`src/rtl/core/mslc_pkg.sv`:
```
// shared types, codes and widths for the shift-register lookup cache
package mslc_pkg;

	localparam int MAX_SLOTS_DEF = 16;
	localparam int ACTIVE_W      = 5;
	localparam int TAG_W         = 32;
	localparam int HANDLE_W      = 16;
	localparam int MODE_W        = 2;
	localparam int STATUS_W      = 2;
	localparam int IN_DATA_W     = 2 * TAG_W + HANDLE_W;
	localparam int OUT_DATA_W    = 24;
	localparam int APB_DATA_W    = 32;
	localparam int APB_ADDR_W    = 3;

	typedef enum logic [MODE_W-1:0] {
		MODE_ADD    = 2'd0,
		MODE_LOOKUP = 2'd1,
		MODE_CLEAR  = 2'd2,
		MODE_NONE   = 2'd3
	} mode_t;

	localparam logic [STATUS_W-1:0] ST_OK        = 2'd0;
	localparam logic [STATUS_W-1:0] ST_NULL      = 2'd1;
	localparam logic [STATUS_W-1:0] ST_SIZE_ZERO = 2'd2;

	localparam logic [0:0] REG_ACTIVE_SLOTS = 1'b0;

	typedef struct packed {
		logic [HANDLE_W-1:0] handle;
		logic [TAG_W-1:0]    key;
		logic [TAG_W-1:0]    sec;
	} slot_t;

	typedef struct packed {
		logic add;
		logic clear;
		logic compare;
	} cell_ctrl_t;

endpackage

```
`src/rtl/core/mslc_cell.sv`:
```
// one cache slot: holds an entry, shifts it on to the next slot and compares its tags
module mslc_cell (
	input  logic               clk,
	input  logic               arst_n,
	input  mslc_pkg::cell_ctrl_t ctrl,
	input  logic               in_range,
	input  mslc_pkg::slot_t    query,
	input  mslc_pkg::slot_t    prev_slot,
	output mslc_pkg::slot_t    slot,
	output logic               stop,
	output logic               hit
);
	import mslc_pkg::*;

	logic [HANDLE_W-1:0] handle_q;
	logic [TAG_W-1:0]    sec_q;
	logic [TAG_W-1:0]    key_q;
	logic                stop_q;
	logic                hit_q;
	logic                empty;
	logic                match;
	logic                shift;

	assign empty = (handle_q == '0);
	assign match = (sec_q == query.sec) && (key_q == query.key);
	assign shift = ctrl.add && in_range;

	// a zero handle marks the slot empty
	always_ff @(posedge clk or negedge arst_n) begin
		if (!arst_n) begin
			handle_q <= '0;
		end else if (ctrl.clear) begin
			handle_q <= '0;
		end else if (shift) begin
			handle_q <= prev_slot.handle;
		end
	end

	always_ff @(posedge clk) begin
		if (shift) begin
			sec_q <= prev_slot.sec;
			key_q <= prev_slot.key;
		end
	end

	always_ff @(posedge clk or negedge arst_n) begin
		if (!arst_n) begin
			stop_q <= 1'b0;
			hit_q  <= 1'b0;
		end else if (ctrl.compare) begin
			stop_q <= in_range && (empty || match);
			hit_q  <= in_range && !empty && match;
		end
	end

	assign slot.handle = handle_q;
	assign slot.sec    = sec_q;
	assign slot.key    = key_q;
	assign stop        = stop_q;
	assign hit         = hit_q;

endmodule

```
`src/rtl/core/mslc_pick.sv`:
```
// priority pick of the first slot that ends the lookup scan
module mslc_pick #(
	parameter int N = mslc_pkg::MAX_SLOTS_DEF
) (
	input  logic [N-1:0]                   stop,
	input  logic [N-1:0]                   hitf,
	input  mslc_pkg::slot_t                slots [N],
	output logic                           hit,
	output logic [mslc_pkg::HANDLE_W-1:0]  handle
);
	import mslc_pkg::*;

	logic seen;

	always_comb begin
		seen   = 1'b0;
		hit    = 1'b0;
		handle = '0;
		for (int i = 0; i < N; i++) begin
			if (!seen && stop[i]) begin
				seen = 1'b1;
				if (hitf[i]) begin
					hit    = 1'b1;
					handle = slots[i].handle;
				end
			end
		end
	end

endmodule

```
`src/rtl/core/mru_shift_lookup_cache.sv`:
```
// top level: control, size register, row of slot cells and result register
//
// channel  | handshake               | payload
// ---------+-------------------------+---------------------------------------------
// input    | s_tvalid / s_tready     | s_tuser mode, s_tdata section, key, handle
// result   | m_tvalid / m_tready     | m_tdata status, hit, found handle
// config   | psel, penable, pwrite   | paddr, pwdata, prdata (active_slots at 0)
//
// an item passes from one acceptance to the next through capture, the slot row
// (shift on add, tag compare on lookup), then the priority pick into the result
// register. reset empties every slot and sets the size to zero.
// a new request is taken while the previous result waits; the block stalls in
// its last cycle only if that result has still not been taken.
module mru_shift_lookup_cache #(
	parameter int MAX_SLOTS = mslc_pkg::MAX_SLOTS_DEF
) (
	input  logic                              clk,
	input  logic                              arst_n,
	input  logic                              s_tvalid,
	output logic                              s_tready,
	input  logic [mslc_pkg::IN_DATA_W-1:0]    s_tdata,   // section_tag, key_tag, entry_handle
	input  logic [mslc_pkg::MODE_W-1:0]       s_tuser,   // mode
	output logic                              m_tvalid,
	input  logic                              m_tready,
	output logic [mslc_pkg::OUT_DATA_W-1:0]   m_tdata,   // status, hit, found_handle, pad
	input  logic                              psel,
	input  logic                              penable,
	input  logic                              pwrite,
	input  logic [mslc_pkg::APB_ADDR_W-1:0]   paddr,
	input  logic [mslc_pkg::APB_DATA_W-1:0]   pwdata,
	output logic [mslc_pkg::APB_DATA_W-1:0]   prdata,
	output logic                              pready
);
	import mslc_pkg::*;

	localparam int CW = $clog2(MAX_SLOTS + 1);
	localparam int AW = (CW > ACTIVE_W) ? CW : ACTIVE_W;

	typedef enum logic [1:0] {
		S_IDLE,
		S_EXEC,
		S_DONE
	} state_t;

	state_t                state_q;
	logic [ACTIVE_W-1:0]   active_q;
	mode_t                 mode_s1;
	slot_t                 item_s1;
	logic                  m_tvalid_q;
	logic [OUT_DATA_W-1:0] m_tdata_q;

	logic                  cfg_wr;
	logic [AW-1:0]         act_ext;
	logic [AW-1:0]         max_ext;
	logic [AW-1:0]         used;
	logic                  add_ok;
	cell_ctrl_t            ctrl;
	logic [MAX_SLOTS-1:0]  in_range;
	logic [MAX_SLOTS-1:0]  stop;
	logic [MAX_SLOTS-1:0]  hitf;
	slot_t                 slots [MAX_SLOTS];
	logic                  pick_hit;
	logic [HANDLE_W-1:0]   pick_handle;
	logic [STATUS_W-1:0]   res_status;
	logic                  res_hit;
	logic [HANDLE_W-1:0]   res_handle;
	logic                  out_free;
	logic                  res_load;

	assign pready = 1'b1;
	assign cfg_wr = psel && penable && pwrite && pready && (paddr[2] == REG_ACTIVE_SLOTS);
	assign prdata = APB_DATA_W'(active_q);

	always_ff @(posedge clk or negedge arst_n) begin
		if (!arst_n) begin
			active_q <= '0;
		end else if (cfg_wr) begin
			active_q <= pwdata[ACTIVE_W-1:0];
		end
	end

	// sizes above the slot count use the whole row
	assign act_ext = AW'(active_q);
	assign max_ext = AW'(MAX_SLOTS);
	assign used    = (act_ext > max_ext) ? max_ext : act_ext;
	assign add_ok  = (item_s1.handle != '0) && (used != '0);

	assign ctrl.add     = (state_q == S_EXEC) && (mode_s1 == MODE_ADD) && add_ok;
	assign ctrl.clear   = cfg_wr || ((state_q == S_EXEC) && (mode_s1 == MODE_CLEAR));
	assign ctrl.compare = (state_q == S_EXEC) && (mode_s1 == MODE_LOOKUP);

	for (genvar i = 0; i < MAX_SLOTS; i++) begin : g_cell
		slot_t prev;

		assign in_range[i] = (AW'(i) < used);

		if (i == 0) begin : g_head
			assign prev = item_s1;
		end else begin : g_tail
			assign prev = slots[i-1];
		end

		mslc_cell u_cell (
			.clk       (clk),
			.arst_n    (arst_n),
			.ctrl      (ctrl),
			.in_range  (in_range[i]),
			.query     (item_s1),
			.prev_slot (prev),
			.slot      (slots[i]),
			.stop      (stop[i]),
			.hit       (hitf[i])
		);
	end

	mslc_pick #(
		.N (MAX_SLOTS)
	) u_pick (
		.stop   (stop),
		.hitf   (hitf),
		.slots  (slots),
		.hit    (pick_hit),
		.handle (pick_handle)
	);

	always_comb begin
		res_status = ST_OK;
		res_hit    = 1'b0;
		res_handle = '0;
		case (mode_s1)
			MODE_ADD: begin
				if (item_s1.handle == '0) begin
					res_status = ST_NULL;
				end else if (used == '0) begin
					res_status = ST_SIZE_ZERO;
				end
			end
			MODE_LOOKUP: begin
				res_hit    = pick_hit;
				res_handle = pick_handle;
			end
			MODE_CLEAR: begin
				res_status = ST_OK;
			end
			default: begin
				res_status = ST_OK;
			end
		endcase
	end

	assign out_free = !m_tvalid_q || m_tready;
	assign res_load = (state_q == S_DONE) && out_free;
	assign s_tready = (state_q == S_IDLE);

	always_ff @(posedge clk) begin
		if (s_tvalid && s_tready) begin
			mode_s1        <= mode_t'(s_tuser);
			item_s1.sec    <= s_tdata[TAG_W-1:0];
			item_s1.key    <= s_tdata[2*TAG_W-1:TAG_W];
			item_s1.handle <= s_tdata[IN_DATA_W-1:2*TAG_W];
		end
	end

	always_ff @(posedge clk or negedge arst_n) begin
		if (!arst_n) begin
			state_q    <= S_IDLE;
			m_tvalid_q <= 1'b0;
			m_tdata_q  <= '0;
		end else begin
			if (res_load) begin
				m_tvalid_q <= 1'b1;
				m_tdata_q  <= OUT_DATA_W'({res_handle, res_hit, res_status});
			end else if (m_tvalid_q && m_tready) begin
				m_tvalid_q <= 1'b0;
			end
			unique case (state_q)
				S_IDLE: begin
					if (s_tvalid) begin
						state_q <= S_EXEC;
					end
				end
				S_EXEC: begin
					state_q <= S_DONE;
				end
				S_DONE: begin
					if (out_free) begin
						state_q <= S_IDLE;
					end
				end
				default: begin
					state_q <= S_IDLE;
				end
			endcase
		end
	end

	assign m_tvalid = m_tvalid_q;
	assign m_tdata  = m_tdata_q;

endmodule
```
`config.mk`:
```
export PLATFORM = sky130hd
export DESIGN_NAME = mru_shift_lookup_cache
export DESIGN_NICKNAME = d
export VERILOG_FILES = /design/src/rtl/core/mslc_pkg.sv /design/src/rtl/core/mslc_cell.sv /design/src/rtl/core/mslc_pick.sv /design/src/rtl/core/mru_shift_lookup_cache.sv
export SDC_FILE = /design/constraint.sdc
export NUM_CORES = 2
export LEC_CHECK = 0
export ABC_AREA = 1
export ABC_CLOCK_PERIOD_IN_PS = 11000
export BUFFER_PORTS_ARGS = -buffer_cell sky130_fd_sc_hd__buf_2
export CORE_UTILIZATION = 45
export CTS_BUF_LIST = sky130_fd_sc_hd__clkbuf_8
export DETAILED_ROUTE_END_ITERATION = 10
export GPL_TIMING_DRIVEN = 0
export PLACE_DENSITY = 0.6
export REMOVE_ABC_BUFFERS = 1
export SLEW_MARGIN = 20
export SYNTH_ARGS = -nofsm -noshare
export SYNTH_HDL_FRONTEND = slang
export SYNTH_SLANG_ARGS = --single-unit
export TNS_END_PERCENT = 30
```
`constraint.sdc`:
```
create_clock -name clk -period 11 [get_ports clk]
set_clock_uncertainty 0.15 [all_clocks]
set_input_delay 1.65 -clock clk [delete_from_list [all_inputs] [get_ports clk]]
set_output_delay 1.65 -clock clk [all_outputs]
set_load 0.03 [all_outputs]
```
# Word level (Yosys, flattened, before mapping)

Cells that the tools add are included.

Bits in registers: 1421
Logic and storage cells: 462

$lt $le $gt $ge: 17
Equality and inequality tests: 38
Mux-type cells: 122
Bitwise gates (word level): 1
Reductions and logical operators: 196

Operators by type and width:

| kind                                                | count |
|---|---|
| two-way mux 16 bit                                  | 65 |
| equality test 32 bit                                | 32 |
| logical NOT 16 bit                                  | 17 |
| logical AND 1 bit                                   | 106 |
| two-way mux 1 bit                                   | 50 |
| < comparator 4 x 5 -> 1 bit, first input constant   | 8 |
| nonzero test 2 bit                                  | 17 |
| logical NOT 1 bit                                   | 32 |
| < comparator 3 x 5 -> 1 bit, first input constant   | 4 |
| logical OR 1 bit                                    | 18 |
| nonzero test 16 bit                                 | 1 |
| < comparator 1 x 5 -> 1 bit, first input constant   | 2 |
| < comparator 2 x 5 -> 1 bit, first input constant   | 2 |
| two-way mux 2 bit                                   | 5 |
| one-hot mux 2 bit (3 select lines)                  | 1 |
| > comparator 5 bit, second input constant           | 1 |
| logical NOT 5 bit                                   | 1 |
| two-way mux 5 bit                                   | 1 |
| nonzero test 5 bit                                  | 1 |
| equality test 2 x 1 -> 1 bit, second input constant | 2 |
| equality test 2 bit, second input constant          | 2 |
| logical NOT 2 bit                                   | 2 |
| != test 2 bit, second input constant                | 2 |
| AND reduction 2 bit                                 | 1 |
| NOT 1 bit                                           | 1 |

# Longest topological paths before layout

Depth in word-level cells: 47
Gate-level depth with buffers: 23
Depth with buffers taken out: 21

# Hierarchy

From an unflattened synthesis, not the netlist that was laid out.

Cells, all modules: 10236
Area total of the unflattened synthesis: 76808.7 um^2

Modules (own cells, without submodules):

| module                 | times used | cells an instance | area each (um^2) | seq. area each (um^2) |
|---|---|---|---|---|
| mslc_cell              | 16         | 561               | 4291.6           | 2372.3 |
| mru_shift_lookup_cache | 1          | 295               | 4130.2           | 3138.0 |
| mslc_pick              | 1          | 965               | 4012.6           | 0.0 |

# Worst setup path before layout

No wires, ideal clock.

Kind: input to register
From: in s_tvalid
To: reg item_s1 (netlist bit g_cell[0].prev[0]), enable pin
Library setup time: 0.639 ns
Arrival: 7.553 ns
Path slack: 2.657 ns
Stages: 1
Path buffers: 0
Path through: nor3b_1

Longest elaborated chain between the ends: 1

RTL lines:

| what              | RTL line                      | source |
|---|---|---|
| from (decl)       | mru_shift_lookup_cache.sv:19  | `input logic s_tvalid,` |
| logical AND 1 bit | mru_shift_lookup_cache.sv:156 | `if (s_tvalid && s_tready) begin` |
| to (decl)         | mru_shift_lookup_cache.sv:48  | `slot_t item_s1;` |

No other way between the ends.
A chain may end at the register's enable or synchronous reset.

# Worst setup path in the final report

From: reg g_cell[1].u_cell.stop_q
To: reg m_tdata_q[3], in the netlist m_tdata[3]

Longest elaborated chain between the ends: 45
Elaborated cells on any way between the ends: 73

RTL lines:

| what                   | RTL line                      | source |
|---|---|---|
| from (decl)            | mslc_cell.sv:18               | `logic stop_q;` |
| from (signal assigned) | mslc_cell.sv:51               | `stop_q <= in_range && (empty \|\| match);` |
| logical AND 1 bit *    | mslc_pick.sv:20               | `if (!seen && stop[i]) begin` |
| two-way mux 1 bit      | mslc_pick.sv:20               |  |
| logical NOT 1 bit      | mslc_pick.sv:20               |  |
| logical AND 1 bit      | mslc_pick.sv:20               |  |
| two-way mux 1 bit      | mslc_pick.sv:20               |  |
| logical NOT 1 bit      | mslc_pick.sv:20               |  |
| logical AND 1 bit      | mslc_pick.sv:20               |  |
| two-way mux 1 bit      | mslc_pick.sv:20               |  |
| [29 not listed]        | -                             |  |
| two-way mux 1 bit      | mslc_pick.sv:20               |  |
| logical NOT 1 bit      | mslc_pick.sv:20               |  |
| logical AND 1 bit      | mslc_pick.sv:20               |  |
| two-way mux 1 bit      | mslc_pick.sv:20               |  |
| logical NOT 1 bit      | mslc_pick.sv:20               |  |
| logical AND 1 bit      | mslc_pick.sv:20               |  |
| two-way mux 16 bit *   | mslc_pick.sv:20               |  |
| two-way mux 16 bit *   | mru_shift_lookup_cache.sv:130 | `case (mode_s1)` |
| to (signal assigned)   | mru_shift_lookup_cache.sv:172 | `m_tdata_q <= OUT_DATA_W'({res_handle, res_hit, res_status});` |
| to (decl)              | mru_shift_lookup_cache.sv:50  | `logic [OUT_DATA_W-1:0] m_tdata_q;` |

Every way passes the cells marked *; elsewhere a longest branch is shown, timed or not.

==> metrics.md <==
| Metric | Value |
|---|---|
| Clk sinks | approximately 1400 |
| Worst hold path depth | 0 |
| Slew headroom | 0.220 |
| Via count | a little under 40000 |
| Fin worst setup slack | a little over 6 ns |
| Pwr per Cell Area | 174 mW/mm2 |
| Die width | 376 um |
| Final Max Slew Viols | 0 |
| R2r setup slk | about 6.1 ns |
| Arr. time, crit path | 5.61 ns |
| TNS Setup | 0 ns |
| Rows | ~140 |
| Clock root buffer master | clkbuf_8 |
| Die Area | around 0.14 mm2 |
| Tot GR Track Use | 0.232 |
| Sequential share of power | 0.526 |
| Area of the core | around 0.14 mm2 |
| Static leakage | between 0.02 and 0.03 uW |
| Hold buffers post-CTS | 0 |
| R2r startpoint | g_cell[1].u_cell.stop |
| Post-DP Area | about 0.066 mm2 |
| Kind of critical path | reg2reg |
| Seq/Total Area, Yosys | 0.652 |
| Die Height | roughly 380 um |
| Detailed-route wire length per cell | 21.6 um |
| Post-cts resize count | 0 |
| DRC | 0 |
| HP Class | reg2reg |
| CTS clock-pin slew for the worst setup and hold paths | about 0.070 ns |
| Hold Crit Endpoint | g_cell[15].u_cell.key_q[19] |
| Clock share of power | 0.342 |
| Cell area after layout | just over 0.07 mm2 |
| MaxCap Viol Count | 0 |
| Detail Route Antenna Nets | 0 |
| TritonRoute pass-1 iters | 6 |
| Slowest cell delay on critical path | ~0.8 ns |
| Most common cell in the netlist | edfxtp_1 |
| Endpoint class of the critical path | flop |
| Register bit total from synthesis | 1421 |
| Worst-margin pin slew | 1.17 ns |
| Synth warnings | 0 |
| WL final | roughly 160000 um |
| Synth Area per Inst | about 12 um2 |
| Top area cells in the synthesized netlist | edfxtp_1, dfrtp_1, xor2_1 |
| Cell with the most instances on the worst path | nand2_1 |
| Vias in the first global route | between 30000 and 40000 |
| Ys flop type | edfxtp_1 |
| Worst r2r path cells | 15 |
| Antenna violations before repair | 2 |
| Outcome | finished, final reports clean |
| Crit path max-delay cell type | nor2_2 |
| EDFF count, synth | ~1100 |
| Nets | approximately 5700 |
| Vias/cell | around 5.2 |
| Hold_sp | g_cell[14].u_cell.key_q[19] |
| Cell variety after synth | 57 |
| I/O Pins | approximately 180 |
| Peak VDD IR | roughly 0.11 mV |
| Remaining Overflow, GRT | 0 |
| Place WS | 6.14 ns |
| RSZ-0062 raised after global routing | false |
| TritonCTS clock tree | yes |
| Crit path cell chain | nor2_4 > nand4_2 > nor2_2 > nand4_2 > nor2_4 > nand3_1 > o21ai_0 > inv_1 > nand2_1 > nand2_1 > nand2_1 > nand2_1 > nand2_1 > nand2_1 > nand2_1 |
| Most instantiated cells after synthesis | edfxtp_1, nand2_1, xor2_1 |
| Synth top area share | 0.527 |
| Fmax | 204 MHz |
| Starting DRT DRC Count | ~4000 |
| Int Pwr | approximately 8800 uW |
| Port bufs | 120 |
| Largest net degree at the start of global routing | slightly above 100 |
| GPL Wtd Cong | a little over 1 |
| R2R Path End | m_tdata[3] |
| Combinational fraction of design power | 0.132 |
| H-tree Lvls | 4 |
| Setup bufs post-CTS | 0 |
| Clk_lat worst skew | between 0.9 and 1 ns |
| Ys async rst share | 0.222 |
| Switching power of the nets | roughly 3600 uW |
| Hold Violations, Final | 0 |
| HPWL after detailed placement | between 100000 and 150000 um |
| Startpoint Class | flop |
| Switching Share | 0.287 |
| CP Data Required Time | ~12 ns |
| CTS Buf Count | 229 |
| P&R area growth vs syn | 12.6% |
| Period utilization | 0.445 |
| Initial Util | 0.456 |
| Setup violators final | 0 |
| Max Root-Sink Buffers | 3 |
| First-pass GRT wire length | between 200000 and 250000 um |
| Crit path max fanout | 33 |
| Post-Syn Instances | 5334 |
| Layout cells sized above 1 | 0.106 |
| Synthesized area | 0.0631 mm2 |
| Tmin final | between 4 and 5 ns |
| Post-synth top area cell | edfxtp_1 |
| Post-Route Utilization | 0.514 |
## metrics by stage
step / power, uW / instances / hold WS, ns
after floorplan: 7440 / 5076 / 0.276
after global placement: 8090 / 7059 / 0.282
after detailed placement: 8210 / 7139 / 0.286
after CTS: 12400 / 7555 / 0.299
after global routing: 12900 / 7582 / 0.302
final: 12400 / 7584 / 0.293
## layer usage
| metal | vias to the layer above | GRT usage | wire length [um] | share of wire |
|---|---|---|---|---|
| li1 | 18900 | - | - | - |
| met1 | 19100 | 0.331 | 75200 | 0.46 |
| met2 | 1348 | 0.356 | 73000 | 0.45 |
| met3 | 300 | 0.0357 | 9590 | 0.058 |
| met4 | 0 | 0.0922 | 6270 | 0.038 |
| met5 | - | 0 | 0 | 0 |
## cell usage in the layout, fill, tap and decap left out, types with 16 or more instances in the layout
cell      count
nand2_1     723
buf_2       119
conb_1       33
a221oi_1     16
o31ai_1      62
a211oi_1     32
inv_1       540
buf_16       26
nor4_1      185
a21oi_1      36
or2_2        42
clkinv_1     51
edfxtp_1   1106
clkinv_2     23
clkbuf_8    243
o22ai_1      54
nor3_1       34
xor2_1      607
nand4_1     175
nor2_1      269
buf_8        60
xnor2_1     230
o21ai_0     264
nand3_1     318
dfrtp_1     315
nor3b_1      17
## worst max path at each step
stage,from,end,slack [ns],cells after the start
finish,g_cell[1].u_cell.stop,m_tdata[3],6.11,15
global route,g_cell[1].u_cell.stop,m_tdata[10],5.66,15
CTS,act_ext[1],g_cell[2].u_cell.sec_q[16],6.11,11
detailed placement,act_ext[1],g_cell[2].u_cell.key_q[18],6.14,11
global placement,psel,g_cell[12].u_cell.handle_q[2],-5.53,8
floorplan,psel,g_cell[10].u_cell.handle_q[0],0.18,5
## sequential cells by signal, summed over array words and instances (netlist names), 5 cells and up
signal,cells
g_cell.u_cell.key_q,512
g_cell.u_cell.sec_q,512
act_ext,5
g_cell.u_cell.hit,16
g_cell.u_cell.stop,16
g_cell.prev,80
m_tdata,19
g_cell.u_cell.handle_q,256
## power groups by stage
stage / Clock (uW) / Combinational [uW] / Sequential, uW
after detailed placement: 0 / 1530 / 6680
after floorplan: 0 / 873 / 6570
final: 4240 / 1630 / 6510
after CTS: 4340 / 1530 / 6570
after global placement: 0 / 1300 / 6790
after global routing: 4560 / 1770 / 6540
## critical path: cells and delay by family (launching register included)
family,cells,cell delay (ns)
buffers and inverters,1,0.07
DFF,1,0.64
and+or+nand+nor,13,3.50
AOI/OAI and AO/OA,1,0.47
## logic make-up (layout without fill, tap and decap cells)
family,count (synthesis),count (layout),synth area share
XOR/XNOR,837,837,0.116
other,2,38,0.000119
flip-flops,1421,1421,0.652
AO/OA/AOI/OAI,500,500,0.0469
buffers and inverters,766,1117,0.0498
multiplexers,2,2,0.000357
AND/OR/NAND/NOR,1806,1806,0.135
## final cells by class
| type | count | area (um2) |
|---|---|---|
| fillers | 12100 | 67200 |
| flip-flops and latches | 1421 | 41100 |
| multi-input cells | 3178 | 19000 |
| clock buffers | 243 | 3340 |
| repair buffers | 224 | 2480 |
| well taps | 1863 | 2330 |
| inverters | 477 | 1820 |
| clock inverters | 173 | 875 |
| diodes | 5 | 12.5 |
No activity file was read; power rests on OpenSTA's default activity.
